### config.mk
export PLATFORM = sky130hd
export DESIGN_NAME = hid_keyboard_report_differ_unit
export DESIGN_NICKNAME = d
export VERILOG_FILES = /design/src/rtl/hkrd_pkg.sv /design/src/rtl/hkrd_front.sv /design/src/rtl/hkrd_queue.sv /design/src/rtl/hkrd_back.sv /design/src/rtl/hid_keyboard_report_differ_unit.sv
export SDC_FILE = /design/constraint.sdc
export NUM_CORES = 2
export LEC_CHECK = 0
export BUFFER_PORTS_ARGS = -buffer_cell sky130_fd_sc_hd__buf_2
export CORE_MARGIN = 8
export CORE_UTILIZATION = 51
export DETAILED_ROUTE_END_ITERATION = 8
export PLACE_DENSITY_LB_ADDON = 0.05
export REMOVE_ABC_BUFFERS = 1
export SLEW_MARGIN = 0
export SYNTH_ARGS = -nofsm -noshare
export SYNTH_HDL_FRONTEND = slang
export SYNTH_SLANG_ARGS = --single-unit
### constraint.sdc
create_clock -name clk -period 51.9 [get_ports clk]
set_clock_uncertainty 0.05 [all_clocks]
set_input_delay 2.595 -clock clk [delete_from_list [all_inputs] [get_ports clk]]
set_output_delay 2.595 -clock clk [all_outputs]
set_load 0.02 [all_outputs]
### src/rtl/hkrd_pkg.sv
package hkrd_pkg;

  localparam int MAP_WORDS = 8;
  localparam int WORD_BITS = 32;
  localparam int WORD_IDX_W = 3;
  localparam int BIT_IDX_W = 5;
  localparam int SLOT_COUNT = 6;
  localparam int MOD_WORD = 7;
  localparam int QUEUE_DEPTH_DEF = 2;

  typedef logic [WORD_BITS-1:0] map_word_t;
  typedef map_word_t [MAP_WORDS-1:0] key_map_t;
  typedef logic [7:0] usage_t;

  typedef struct packed {
    key_map_t released;
    key_map_t pressed;
  } diff_entry_t;

  typedef struct packed {
    logic full;
    logic empty;
  } q_status_t;

  typedef enum logic [1:0] {
    BK_IDLE,
    BK_SCAN,
    BK_FLUSH
  } back_state_t;

endpackage

### src/rtl/hkrd_front.sv
module hkrd_front
  import hkrd_pkg::*;
(
  input  logic        clk,
  input  logic        rst,
  input  logic        push,
  output logic        full,
  input  logic [7:0]  modifier_bits,
  input  logic [7:0]  key_slot_a,
  input  logic [7:0]  key_slot_b,
  input  logic [7:0]  key_slot_c,
  input  logic [7:0]  key_slot_d,
  input  logic [7:0]  key_slot_e,
  input  logic [7:0]  key_slot_f,
  input  q_status_t   q_status,
  output logic        q_push,
  output diff_entry_t q_entry
);

  key_map_t prev_map;
  key_map_t cur_map;
  usage_t   slots [SLOT_COUNT];
  logic     live;

  assign slots[0] = key_slot_a;
  assign slots[1] = key_slot_b;
  assign slots[2] = key_slot_c;
  assign slots[3] = key_slot_d;
  assign slots[4] = key_slot_e;
  assign slots[5] = key_slot_f;

  always_comb begin
    cur_map = '0;
    cur_map[MOD_WORD] = {{(WORD_BITS-8){1'b0}}, modifier_bits};
    live = 1'b1;
    for (int i = 0; i < SLOT_COUNT; i++) begin
      if (slots[i] == 8'd0) begin
        live = 1'b0;
      end
      if (live) begin
        cur_map[slots[i][7:5]][slots[i][4:0]] = 1'b1;
      end
    end
  end

  assign full = q_status.full;
  assign q_push = push && !q_status.full;
  assign q_entry.released = prev_map & ~cur_map;
  assign q_entry.pressed = cur_map & ~prev_map;

  always_ff @(posedge clk) begin
    if (rst) begin
      prev_map <= '0;
    end else if (q_push) begin
      prev_map <= cur_map;
    end
  end

endmodule

### src/rtl/hkrd_queue.sv
module hkrd_queue
  import hkrd_pkg::*;
#(
  parameter int DEPTH = QUEUE_DEPTH_DEF
) (
  input  logic        clk,
  input  logic        rst,
  input  logic        wr,
  input  diff_entry_t wr_data,
  input  logic        rd,
  output diff_entry_t rd_data,
  output q_status_t   status
);

  localparam int PW = (DEPTH > 1) ? $clog2(DEPTH) : 1;
  localparam int CW = $clog2(DEPTH + 1);
  localparam logic [PW-1:0] LAST_PTR = PW'(DEPTH - 1);
  localparam logic [CW-1:0] FULL_CNT = CW'(DEPTH);

  diff_entry_t     mem [DEPTH];
  logic [PW-1:0]   wr_ptr;
  logic [PW-1:0]   rd_ptr;
  logic [CW-1:0]   count;
  logic            do_wr;
  logic            do_rd;

  assign status.full = (count == FULL_CNT);
  assign status.empty = (count == '0);
  assign do_wr = wr && !status.full;
  assign do_rd = rd && !status.empty;
  assign rd_data = mem[rd_ptr];

  always_ff @(posedge clk) begin
    if (do_wr) begin
      mem[wr_ptr] <= wr_data;
    end
  end

  always_ff @(posedge clk) begin
    if (rst) begin
      wr_ptr <= '0;
      rd_ptr <= '0;
      count <= '0;
    end else begin
      if (do_wr) begin
        wr_ptr <= (wr_ptr == LAST_PTR) ? '0 : wr_ptr + 1'b1;
      end
      if (do_rd) begin
        rd_ptr <= (rd_ptr == LAST_PTR) ? '0 : rd_ptr + 1'b1;
      end
      if (do_wr && !do_rd) begin
        count <= count + 1'b1;
      end else if (do_rd && !do_wr) begin
        count <= count - 1'b1;
      end
    end
  end

endmodule

### src/rtl/hkrd_back.sv
module hkrd_back
  import hkrd_pkg::*;
(
  input  logic        clk,
  input  logic        rst,
  input  q_status_t   q_status,
  input  diff_entry_t q_data,
  output logic        q_pop,
  output logic        empty,
  input  logic        pop,
  output logic [7:0]  key_usage,
  output logic        is_press,
  output logic        last_event
);

  function automatic logic [BIT_IDX_W-1:0] lowest_bit(input map_word_t w);
    logic [BIT_IDX_W-1:0] idx;
    idx = '0;
    for (int i = WORD_BITS - 1; i >= 0; i--) begin
      if (w[i]) begin
        idx = BIT_IDX_W'(i);
      end
    end
    return idx;
  endfunction

  localparam logic [WORD_IDX_W-1:0] LAST_WORD = WORD_IDX_W'(MAP_WORDS - 1);

  back_state_t            state;
  back_state_t            state_next;
  key_map_t               rel_map;
  key_map_t               prs_map;
  logic                   phase;
  logic [WORD_IDX_W-1:0]  widx;
  logic                   have_pend;
  usage_t                 pend_usage;
  logic                   pend_press;
  logic                   out_valid;

  map_word_t              cur_word;
  logic [BIT_IDX_W-1:0]   bidx;
  logic                   word_hit;
  logic                   out_free;
  logic                   load;
  logic                   take;
  logic                   advance;
  logic                   emit;
  logic                   emit_last;

  assign cur_word = phase ? prs_map[widx] : rel_map[widx];
  assign word_hit = (cur_word != '0);
  assign bidx = lowest_bit(cur_word);
  assign out_free = !out_valid || pop;

  always_comb begin
    state_next = state;
    unique case (state)
      BK_IDLE: begin
        if (!q_status.empty) begin
          state_next = BK_SCAN;
        end
      end
      BK_SCAN: begin
        if (!word_hit && phase && widx == LAST_WORD) begin
          state_next = BK_FLUSH;
        end
      end
      BK_FLUSH: begin
        if (!have_pend || out_free) begin
          state_next = BK_IDLE;
        end
      end
      default: state_next = BK_IDLE;
    endcase
  end

  always_comb begin
    load = 1'b0;
    take = 1'b0;
    advance = 1'b0;
    emit = 1'b0;
    emit_last = 1'b0;
    unique case (state)
      BK_IDLE: begin
        load = !q_status.empty;
      end
      BK_SCAN: begin
        if (word_hit) begin
          take = !have_pend || out_free;
          emit = have_pend && out_free;
        end else begin
          advance = 1'b1;
        end
      end
      BK_FLUSH: begin
        emit = have_pend && out_free;
        emit_last = 1'b1;
      end
      default: ;
    endcase
  end

  assign q_pop = load;

  always_ff @(posedge clk) begin
    if (rst) begin
      state <= BK_IDLE;
      have_pend <= 1'b0;
      out_valid <= 1'b0;
    end else begin
      state <= state_next;
      if (take) begin
        have_pend <= 1'b1;
      end else if (emit) begin
        have_pend <= 1'b0;
      end
      if (emit) begin
        out_valid <= 1'b1;
      end else if (pop) begin
        out_valid <= 1'b0;
      end
    end
  end

  always_ff @(posedge clk) begin
    if (load) begin
      rel_map <= q_data.released;
      prs_map <= q_data.pressed;
      phase <= 1'b0;
      widx <= '0;
    end
    if (take) begin
      if (phase) begin
        prs_map[widx][bidx] <= 1'b0;
      end else begin
        rel_map[widx][bidx] <= 1'b0;
      end
      pend_usage <= {widx, bidx};
      pend_press <= phase;
    end
    if (advance) begin
      if (widx == LAST_WORD) begin
        widx <= '0;
        phase <= 1'b1;
      end else begin
        widx <= widx + 1'b1;
      end
    end
    if (emit) begin
      key_usage <= pend_usage;
      is_press <= pend_press;
      last_event <= emit_last;
    end
  end

  assign empty = !out_valid;

endmodule

### src/rtl/hid_keyboard_report_differ_unit.sv
// Channel  | Direction | Handshake    | Word
// report   | in        | push / full  | modifier_bits, key_slot_a .. key_slot_f
// event    | out       | empty / pop  | key_usage, is_press, last_event
//
// A report is accepted when push is high and full is low, and its released and
// pressed maps enter a short queue. The back end scans 8 map words per group,
// one word or one event per cycle while a held output word does not stall it.
// Reset clears the kept key map and the queue and empties the output word.
// full rises when the queue holds QUEUE_DEPTH reports; a held output word
// stalls only the event scan.
module hid_keyboard_report_differ_unit
  import hkrd_pkg::*;
#(
  parameter int QUEUE_DEPTH = QUEUE_DEPTH_DEF
) (
  input  logic       clk,
  input  logic       rst,
  input  logic       push,
  output logic       full,
  input  logic [7:0] modifier_bits,
  input  logic [7:0] key_slot_a,
  input  logic [7:0] key_slot_b,
  input  logic [7:0] key_slot_c,
  input  logic [7:0] key_slot_d,
  input  logic [7:0] key_slot_e,
  input  logic [7:0] key_slot_f,
  output logic       empty,
  input  logic       pop,
  output logic [7:0] key_usage,
  output logic       is_press,
  output logic       last_event
);

  q_status_t   q_status;
  logic        q_push;
  logic        q_pop;
  diff_entry_t q_wr_data;
  diff_entry_t q_rd_data;

  hkrd_front u_front (
    .clk           (clk),
    .rst           (rst),
    .push          (push),
    .full          (full),
    .modifier_bits (modifier_bits),
    .key_slot_a    (key_slot_a),
    .key_slot_b    (key_slot_b),
    .key_slot_c    (key_slot_c),
    .key_slot_d    (key_slot_d),
    .key_slot_e    (key_slot_e),
    .key_slot_f    (key_slot_f),
    .q_status      (q_status),
    .q_push        (q_push),
    .q_entry       (q_wr_data)
  );

  hkrd_queue #(
    .DEPTH (QUEUE_DEPTH)
  ) u_queue (
    .clk     (clk),
    .rst     (rst),
    .wr      (q_push),
    .wr_data (q_wr_data),
    .rd      (q_pop),
    .rd_data (q_rd_data),
    .status  (q_status)
  );

  hkrd_back u_back (
    .clk        (clk),
    .rst        (rst),
    .q_status   (q_status),
    .q_data     (q_rd_data),
    .q_pop      (q_pop),
    .empty      (empty),
    .pop        (pop),
    .key_usage  (key_usage),
    .is_press   (is_press),
    .last_event (last_event)
  );

endmodule

# --- Word level (Yosys, flattened, before mapping) ---
# Memories as Yosys holds them, arrays and structs flattened. A register that Yosys moved wholly into a read port is not among the register bits.
# Index checks and enable logic that the tools add are counted.
word_totals:
  ff_bits: 799
  ram_bits: 1024
  inputBits: 60
  out_inout_bits: 12
  word_cells: 249
  n_memories: 1
op_classes:
  addsub: 5
  magnitude_cmp: 28
  n_eq_ne: 7
  mux: 113
  bitwise_logic: 13
  reduce_logical: 45
memory_table:
  columns: ["memory", "words", "word_bits", "rd", "rd_clocked_by_memory_dff", "wr", "line_no", "rtl"]
  rows:
  - ["u_queue.mem", 2, 512, 1, 1, 1, "hkrd_queue.sv:20", "diff_entry_t mem [DEPTH];"]
op_table:
  columns: ["cell", "count"]
  rows:
  - ["2-to-1 mux 256 bit", 12]
  - ["bitwise OR 256 bit", 5]
  - ["bitwise AND 256 bit", 4]
  - ["NOT 256 bit", 3]
  - ["demux 32 bit (select 3 bit)", 7]
  - ["2-to-1 mux 32 bit", 10]
  - ["bitwise OR 232 x 256 -> 256 bit", 1]
  - ["binary-select mux 32 bit (select 3 bit)", 2]
  - ["2-to-1 mux 5 bit", 32]
  - ["logical NOT 8 bit", 6]
  - ["less-than comparator 5 x 6 -> 1 bit, second input constant", 7]
  - ["demux 1 bit (select 5 bit)", 7]
  - ["greater-or-equal comparator 5 x 1 -> 1 bit, second input constant", 7]
  - ["2-to-1 mux 1 bit", 33]
  - ["nonzero test 32 bit", 1]
  - ["less-than comparator 3 x 4 -> 1 bit, second input constant", 7]
  - ["logical AND 1 bit", 22]
  - ["greater-or-equal comparator 3 x 1 -> 1 bit, second input constant", 7]
  - ["2-to-1 mux 2 bit", 5]
  - ["2-to-1 mux 3 bit", 3]
  - ["nonzero test 2 bit", 4]
  - ["logical NOT 1 bit", 7]
  - ["case mux 2 bit (3 select lines)", 1]
  - ["== test 2 bit, second input constant", 2]
  - ["other kinds (12)", 16]

# --- Depth between registers and ports, before layout ---
depth:
  ltp_word: 45
  depth_mapped: 17
  mapped_depth_nobuf: 10

# --- Modules after synthesis ---
# A second synthesis with hierarchy kept.
unflattened:
  hier_cells: 7896
  hier_area_um2: 88566.2
by_module_without_submodules:
  columns: ["mod", "n_inst", "cells_each", "area_per_inst_um2", "seq_area_each_um2"]
  rows:
  - ["hkrd_queue", 1, 1618, 37373.3, 30849.6]
  - ["hkrd_back", 1, 2662, 26860.8, 11010.6]
  - ["hkrd_front", 1, 3616, 24332.1, 5124.9]

# --- Least setup slack after synthesis ---
# OpenSTA, ideal clock, no wires.
synth_path:
  kind: "input port to flip-flop"
  start: "input push"
  end: "memory u_queue.mem[0][0] (netlist bit) (enable)"
  setup_time_ps: 1402
  arrival_ps: 24125
  required_ps: 50448
  slack_ps: 26323
  stages: 3
  path_buffers: 1
  path_cell_list: "nand2_1 clkbuf_1 nor2_1"
synth_via:
  elab_chain_cells: 4
synth_rtl:
  columns: ["element", "line_no", "rtl"]
  rows:
  - ["from (decl)", "hid_keyboard_report_differ_unit.sv:18", "input logic push,"]
  - ["logical AND 1 bit", "hkrd_front.sv:47", "assign q_push = push && !q_status.full;"]
  - ["logical AND 1 bit", "hkrd_queue.sv:29", "assign do_wr = wr && !status.full;"]
  - ["2-to-1 mux 1 bit", "hkrd_queue.sv:34", "if (do_wr) begin"]
  - ["2-to-1 mux 1 bit (implied by the code)", "hkrd_queue.sv:35", "mem[wr_ptr] <= wr_data;"]
  - ["to (decl)", "hkrd_queue.sv:20", null]
# Every way passes these cells.

# --- Worst setup path after layout ---
layout_path:
  start: "register u_back.widx[2]"
  end: "register u_back.prs_map[14] (netlist bit)"
layout_via:
  elab_chain_cells: 45
  elab_cells_between_ends: 54
  cone_classes: "4 x order compare; 45 x mux; 2 x bitwise; 3 x reduce/logical"
layout_rtl:
  columns: ["element", "line_no", "rtl"]
  rows:
  - ["from (decl)", "hkrd_back.sv:34", "logic [WORD_IDX_W-1:0] widx;"]
  - ["from (signal assigned)", "hkrd_back.sv:146", "widx <= widx + 1'b1;"]
  - ["binary-select mux 32 bit (select 3 bit)", "hkrd_back.sv:50", "assign cur_word = phase ? prs_map[widx] : rel_map[widx];"]
  - ["2-to-1 mux 32 bit (implied by the code)", "hkrd_back.sv:50", null]
  - ["2-to-1 mux 32 bit", "hkrd_back.sv:50", null]
  - ["2-to-1 mux 5 bit (32 in a row)", "hkrd_back.sv:20", "if (w[i]) begin"]
  - ["less-than comparator 5 x 6 -> 1 bit (implied by the code) or greater-or-equal comparator 5 x 1 -> 1 bit (tied branches)", "hkrd_back.sv:134", "prs_map[widx][bidx] <= 1'b0;"]
  - ["logical AND 1 bit (implied by the code)", "hkrd_back.sv:134", null]
  - ["2-to-1 mux 1 bit (implied by the code)", "hkrd_back.sv:134", null]
  - ["demux 1 bit (select 5 bit)", null, null]
  - ["2-to-1 mux 32 bit (implied by the code)", "hkrd_back.sv:134", null]
  - ["demux 32 bit (select 3 bit)", null, null]
  - ["NOT 256 bit (no source line)", null, null]
  - ["bitwise AND 256 bit (no source line)", null, null]
  - ["2-to-1 mux 256 bit", "hkrd_back.sv:133", "if (phase) begin"]
  - ["2-to-1 mux 256 bit (*)", "hkrd_back.sv:132", "if (take) begin"]
  - ["to (signal assigned)", "hkrd_back.sv:128", "prs_map <= q_data.pressed;"]
  - ["to (decl)", "hkrd_back.sv:32", "key_map_t prs_map;"]
# Every way passes the cells marked *; elsewhere a longest branch is shown, timed or not. The select of a mux whose other input is x is not followed.
# A chain may end at the register's enable or synchronous reset.

==> metrics.txt <==
# TYPE chip_impl_metric gauge
chip_impl_metric{name="fp.coreArea",unit="sq um"} 163000
chip_impl_metric{name="postRouteWirelength",unit="mm"} 353
chip_impl_info{name="unrepaired_setup_endpoints_after_global_routing",value="no"} 1
chip_impl_info{name="run_status",value="complete, no violations"} 1
chip_impl_metric{name="cts_hold_repair.buffers",unit=""} 0
chip_impl_metric{name="synth-seq-area-share",unit="%"} 56.1
chip_impl_metric{name="timing_worst_slew_pin_value",unit="ns"} 1.40
chip_impl_metric{name="worst_ep_arrival_time",unit="ns"} 8.15
chip_impl_info{name="hold_path_class",value="reg2reg"} 1
chip_impl_info{name="ys_dominant_reg_cell",value="sky130_fd_sc_hd__edfxtp_1"} 1
chip_impl_metric{name="tritoncts_num_sinks",unit=""} 1824
chip_impl_info{name="cp-end-kind",value="flop"} 1
chip_impl_info{name="crit_path_top_delay_cell",value="sky130_fd_sc_hd__a2111oi_1"} 1
chip_impl_metric{name="postSynth.asyncResetShare",unit="%"} 0
chip_impl_metric{name="min_period",unit="ns"} 7.43
chip_impl_metric{name="hpwl",unit="mm"} 232
chip_impl_metric{name="worst_supply_voltage_drop_on_vdd",unit="mV"} 0.0726
chip_impl_metric{name="syn_area_per_cell",unit="sq um"} 10.6
chip_impl_metric{name="ys_seq_elements",unit=""} 1824
chip_impl_metric{name="place.gp.congestion",unit=""} 1.02
chip_impl_metric{name="ys_warnings",unit=""} 0
chip_impl_metric{name="drive_gt1_share",unit="%"} 10.5
chip_impl_metric{name="drt_iter0_drc",unit=""} 11084
chip_impl_metric{name="post_cts_buffers",unit=""} 0
chip_impl_metric{name="remaining_design_rule_violation_count",unit=""} 0
chip_impl_metric{name="timing.critical_path.required",unit="ns"} 52.62
chip_impl_metric{name="hold_viol_final",unit=""} 0
chip_impl_metric{name="antenna_violations_before_repair",unit=""} 43
chip_impl_metric{name="worstPathMaxFanout",unit=""} 39
chip_impl_metric{name="die_area",unit="sq um"} 177000
chip_impl_info{name="clock_tree.root_cell",value="sky130_fd_sc_hd__clkbuf_16"} 1
chip_impl_metric{name="pre_cts_ws",unit="ns"} 44.79
chip_impl_metric{name="grt_pass1_vias",unit=""} 64463
chip_impl_metric{name="vias",unit=""} 70273
chip_impl_metric{name="layout-area-overhead-vs-synth",unit="%"} 10.4
chip_impl_metric{name="cts_repair_resize_count",unit=""} 0
chip_impl_metric{name="crit_path_max_incr_delay",unit="ns"} 1.15
chip_impl_metric{name="start_util",unit="%"} 51.4
chip_impl_metric{name="setup_slack",unit="ns"} 44.47
chip_impl_metric{name="detail_route.vias_per_cell",unit=""} 6.97
chip_impl_metric{name="syn-cell-area",unit="sq um"} 83700
chip_impl_metric{name="clock_latency",unit="ns"} 0.87
chip_impl_metric{name="horiz_die_dim",unit="microns"} 421
chip_impl_info{name="tritoncts_clock_tree",value="yes"} 1
chip_impl_metric{name="clkSlewWorstSetupHoldPaths",unit="ns"} 0.06
chip_impl_metric{name="avgRoutedWirePerCell",unit="microns"} 35.0
chip_impl_info{name="critical_path.cell_chain",value="buf_4 > buf_4 > nand2b_1 > o22ai_1 > a2111oi_1 > o22ai_1 > nor2_1 > nand4_1 > o21ai_2 > nor3_2 > a221oi_1"} 1
chip_impl_metric{name="overflow",unit=""} 0
chip_impl_metric{name="buffer_ports.inserted",unit=""} 71
chip_impl_metric{name="worstPathBufferInverterCount",unit=""} 2
chip_impl_metric{name="syn_inst",unit=""} 7874
chip_impl_metric{name="cts-htree-levels",unit=""} 4
chip_impl_metric{name="synth-edff-count",unit=""} 1046
chip_impl_metric{name="num_rows",unit=""} 148
chip_impl_info{name="type_of_element_launching_the_critical_path",value="flop"} 1
chip_impl_metric{name="detail_route.first_pass.iterations",unit=""} 9
chip_impl_metric{name="tritoncts_buffers",unit=""} 186
chip_impl_info{name="setup.worst_path.class",value="reg2reg"} 1
chip_impl_metric{name="power_density",unit="nW/um^2"} 58.5
chip_impl_metric{name="timing.final.crit_share",unit="%"} 14.3
chip_impl_metric{name="grt_first_pass_wirelength",unit="mm"} 489
chip_impl_info{name="cpLargestDelayFamily",value="compound AO/OA/AOI/OAI gates"} 1
chip_impl_metric{name="dieHeight",unit="microns"} 421
chip_impl_metric{name="final_net_count",unit=""} 7770
chip_impl_metric{name="pin_count",unit=""} 72
chip_impl_metric{name="totalNegativeSetupSlack",unit="ns"} 0
chip_impl_metric{name="synth_cell_types",unit=""} 106
chip_impl_metric{name="detail-route-antenna-nets",unit=""} 0
chip_impl_metric{name="finalSetupViolations",unit=""} 0
chip_impl_metric{name="grt.total_usage",unit="%"} 37.7
chip_impl_metric{name="pin_count_of_the_biggest_net_entering_global_routing",unit=""} 136
chip_impl_metric{name="max_clock_freq",unit="MHz"} 135
chip_impl_metric{name="number_of_buffers_on_the_longest_clock_path",unit=""} 3
chip_impl_metric{name="slew_violations",unit=""} 0
chip_impl_metric{name="maxSlewHeadroom",unit="%"} 5.85
chip_impl_metric{name="max_cap_viol_count",unit=""} 0
chip_impl_metric{name="report.power.total",unit="mW"} 5.41
chip_impl_metric{name="power.static_leakage",unit="nW"} 31.9
==> cells in the mapped netlist (24+ instances only) <==
| cell | count | area [sq um] |
|---|---|---|
| sky130_fd_sc_hd__a211o_1 | 30 | 263 |
| sky130_fd_sc_hd__a211oi_1 | 465 | 3490 |
| sky130_fd_sc_hd__a21oi_1 | 648 | 3240 |
| sky130_fd_sc_hd__a221o_1 | 45 | 450 |
| sky130_fd_sc_hd__a221oi_1 | 198 | 1730 |
| sky130_fd_sc_hd__a22oi_1 | 233 | 1750 |
| sky130_fd_sc_hd__a31oi_1 | 194 | 1210 |
| sky130_fd_sc_hd__and2_1 | 273 | 1710 |
| sky130_fd_sc_hd__and3_1 | 24 | 150 |
| sky130_fd_sc_hd__and3b_1 | 24 | 210 |
| sky130_fd_sc_hd__buf_2 | 82 | 410 |
| sky130_fd_sc_hd__clkbuf_1 | 526 | 1970 |
| sky130_fd_sc_hd__dfxtp_1 | 778 | 15600 |
| sky130_fd_sc_hd__edfxtp_1 | 1046 | 31400 |
| sky130_fd_sc_hd__mux2_2 | 60 | 676 |
| sky130_fd_sc_hd__mux2i_1 | 571 | 5720 |
| sky130_fd_sc_hd__nand2_1 | 222 | 833 |
| sky130_fd_sc_hd__nand3_1 | 28 | 140 |
| sky130_fd_sc_hd__nor2_1 | 1391 | 5220 |
| sky130_fd_sc_hd__nor2b_1 | 26 | 163 |
| sky130_fd_sc_hd__nor3_1 | 62 | 310 |
| sky130_fd_sc_hd__nor3b_1 | 34 | 255 |
| sky130_fd_sc_hd__o21ai_0 | 33 | 165 |
| sky130_fd_sc_hd__o221ai_1 | 40 | 350 |
| sky130_fd_sc_hd__o22ai_1 | 445 | 2780 |
| sky130_fd_sc_hd__o2bb2ai_1 | 25 | 219 |
==> placed cells by master (no fill, tap or decap), drive strengths merged, types with 74 or more instances in the layout <==
master / netlist / routed
edfxtp: 1046 / 1046
clkinv: 1 / 78
a22oi: 233 / 233
nor2: 1394 / 1394
dfxtp: 778 / 778
o22ai: 446 / 446
clkbuf: 526 / 253
a21oi: 649 / 649
nand2: 223 / 223
mux2: 74 / 74
a211oi: 467 / 467
buf: 127 / 293
mux2i: 571 / 571
a31oi: 194 / 194
nor3: 90 / 90
and2: 275 / 275
a221oi: 202 / 202
==> sequential cells by signal, indices dropped and copies added (netlist names), 2 cells and up, named ones only <==
| register | count |
|---|---|
| u_back.prs_map | 256 |
| u_back.rel_map | 256 |
| u_front.prev_map | 256 |
| u_queue.mem | 1024 |
| u_back.state | 2 |
| u_back.pend_usage | 8 |
| u_queue.count | 2 |
| u_back.widx | 3 |
| u_back.key_usage | 8 |
==> worst register-to-register path, cell delays in order, from the launching register on <==
cell	delay, ns
sky130_fd_sc_hd__edfxtp_1	0.35
sky130_fd_sc_hd__buf_4	0.64
sky130_fd_sc_hd__buf_4	0.63
sky130_fd_sc_hd__nand2b_1	1.06
sky130_fd_sc_hd__o22ai_1	0.24
sky130_fd_sc_hd__a2111oi_1	1.15
sky130_fd_sc_hd__o22ai_1	0.40
sky130_fd_sc_hd__nor2_1	0.32
sky130_fd_sc_hd__nand4_1	0.64
sky130_fd_sc_hd__o21ai_2	1.04
sky130_fd_sc_hd__nor3_2	0.44
sky130_fd_sc_hd__a221oi_1	0.38
==> metrics by stage <==
step	hold slack [ns]	std cells	instance area, sq um	utilization, %
after global placement	0.353	9690	86200	52.9
after floorplan	0.350	7222	81000	-
after global routing	0.378	10073	92400	56.7
after CTS	0.369	10043	92400	56.7
after detailed placement	0.355	9690	86300	52.9
final	0.368	10082	92500	56.7
==> layout make-up <==
cell class | instances | area [sq um]
fillers | 14186 | 70500
flip-flops and latches | 1824 | 47000
multi-input cells | 5374 | 34400
clock buffers | 253 | 5280
well taps | 2175 | 2720
repair buffers | 293 | 2060
clock inverters | 100 | 836
inverters | 24 | 105
diodes | 39 | 97.6
==> final timing paths <==
kind,cells after the start,end,startpoint,slack [ns]
min,0,u_back.key_usage[0],u_back.pend_usage[0],0.37
min reg2reg,0,u_back.key_usage[0],u_back.pend_usage[0],0.37
max,11,u_back.prs_map[14],u_back.widx[2],44.47
max reg2reg,11,u_back.prs_map[14],u_back.widx[2],44.47
==> report_power, final <==
| part | total (mW) | internal [mW] | switching, mW |
|---|---|---|---|
| combinational | 1.92 | 0.562 | 1.36 |
| sequential | 2.14 | 1.96 | 0.188 |
| clock | 1.34 | 0.759 | 0.581 |
| total | 5.41 | 3.28 | 2.13 |
==> per-layer routing <==
layer,routed length [microns],GRT usage [%]
met2,149000,54.1
met5,23,0
met3,40900,11.1
met4,27900,26.2
met1,135000,49.0
==> kinds of logic after synthesis <==
group | Yosys count | share of synthesized area [%]
other | 1 | 0.00448
buffers and inverters | 677 | 3.34
multiplexers | 648 | 7.90
XOR/XNOR | 4 | 0.0418
AO/OA/AOI/OAI | 2465 | 20.0
AND/OR/NAND/NOR | 2248 | 12.5
adder cells (fa/ha/maj) | 7 | 0.105
flip-flops | 1824 | 56.1
No activity file was read; power rests on OpenSTA's default activity.
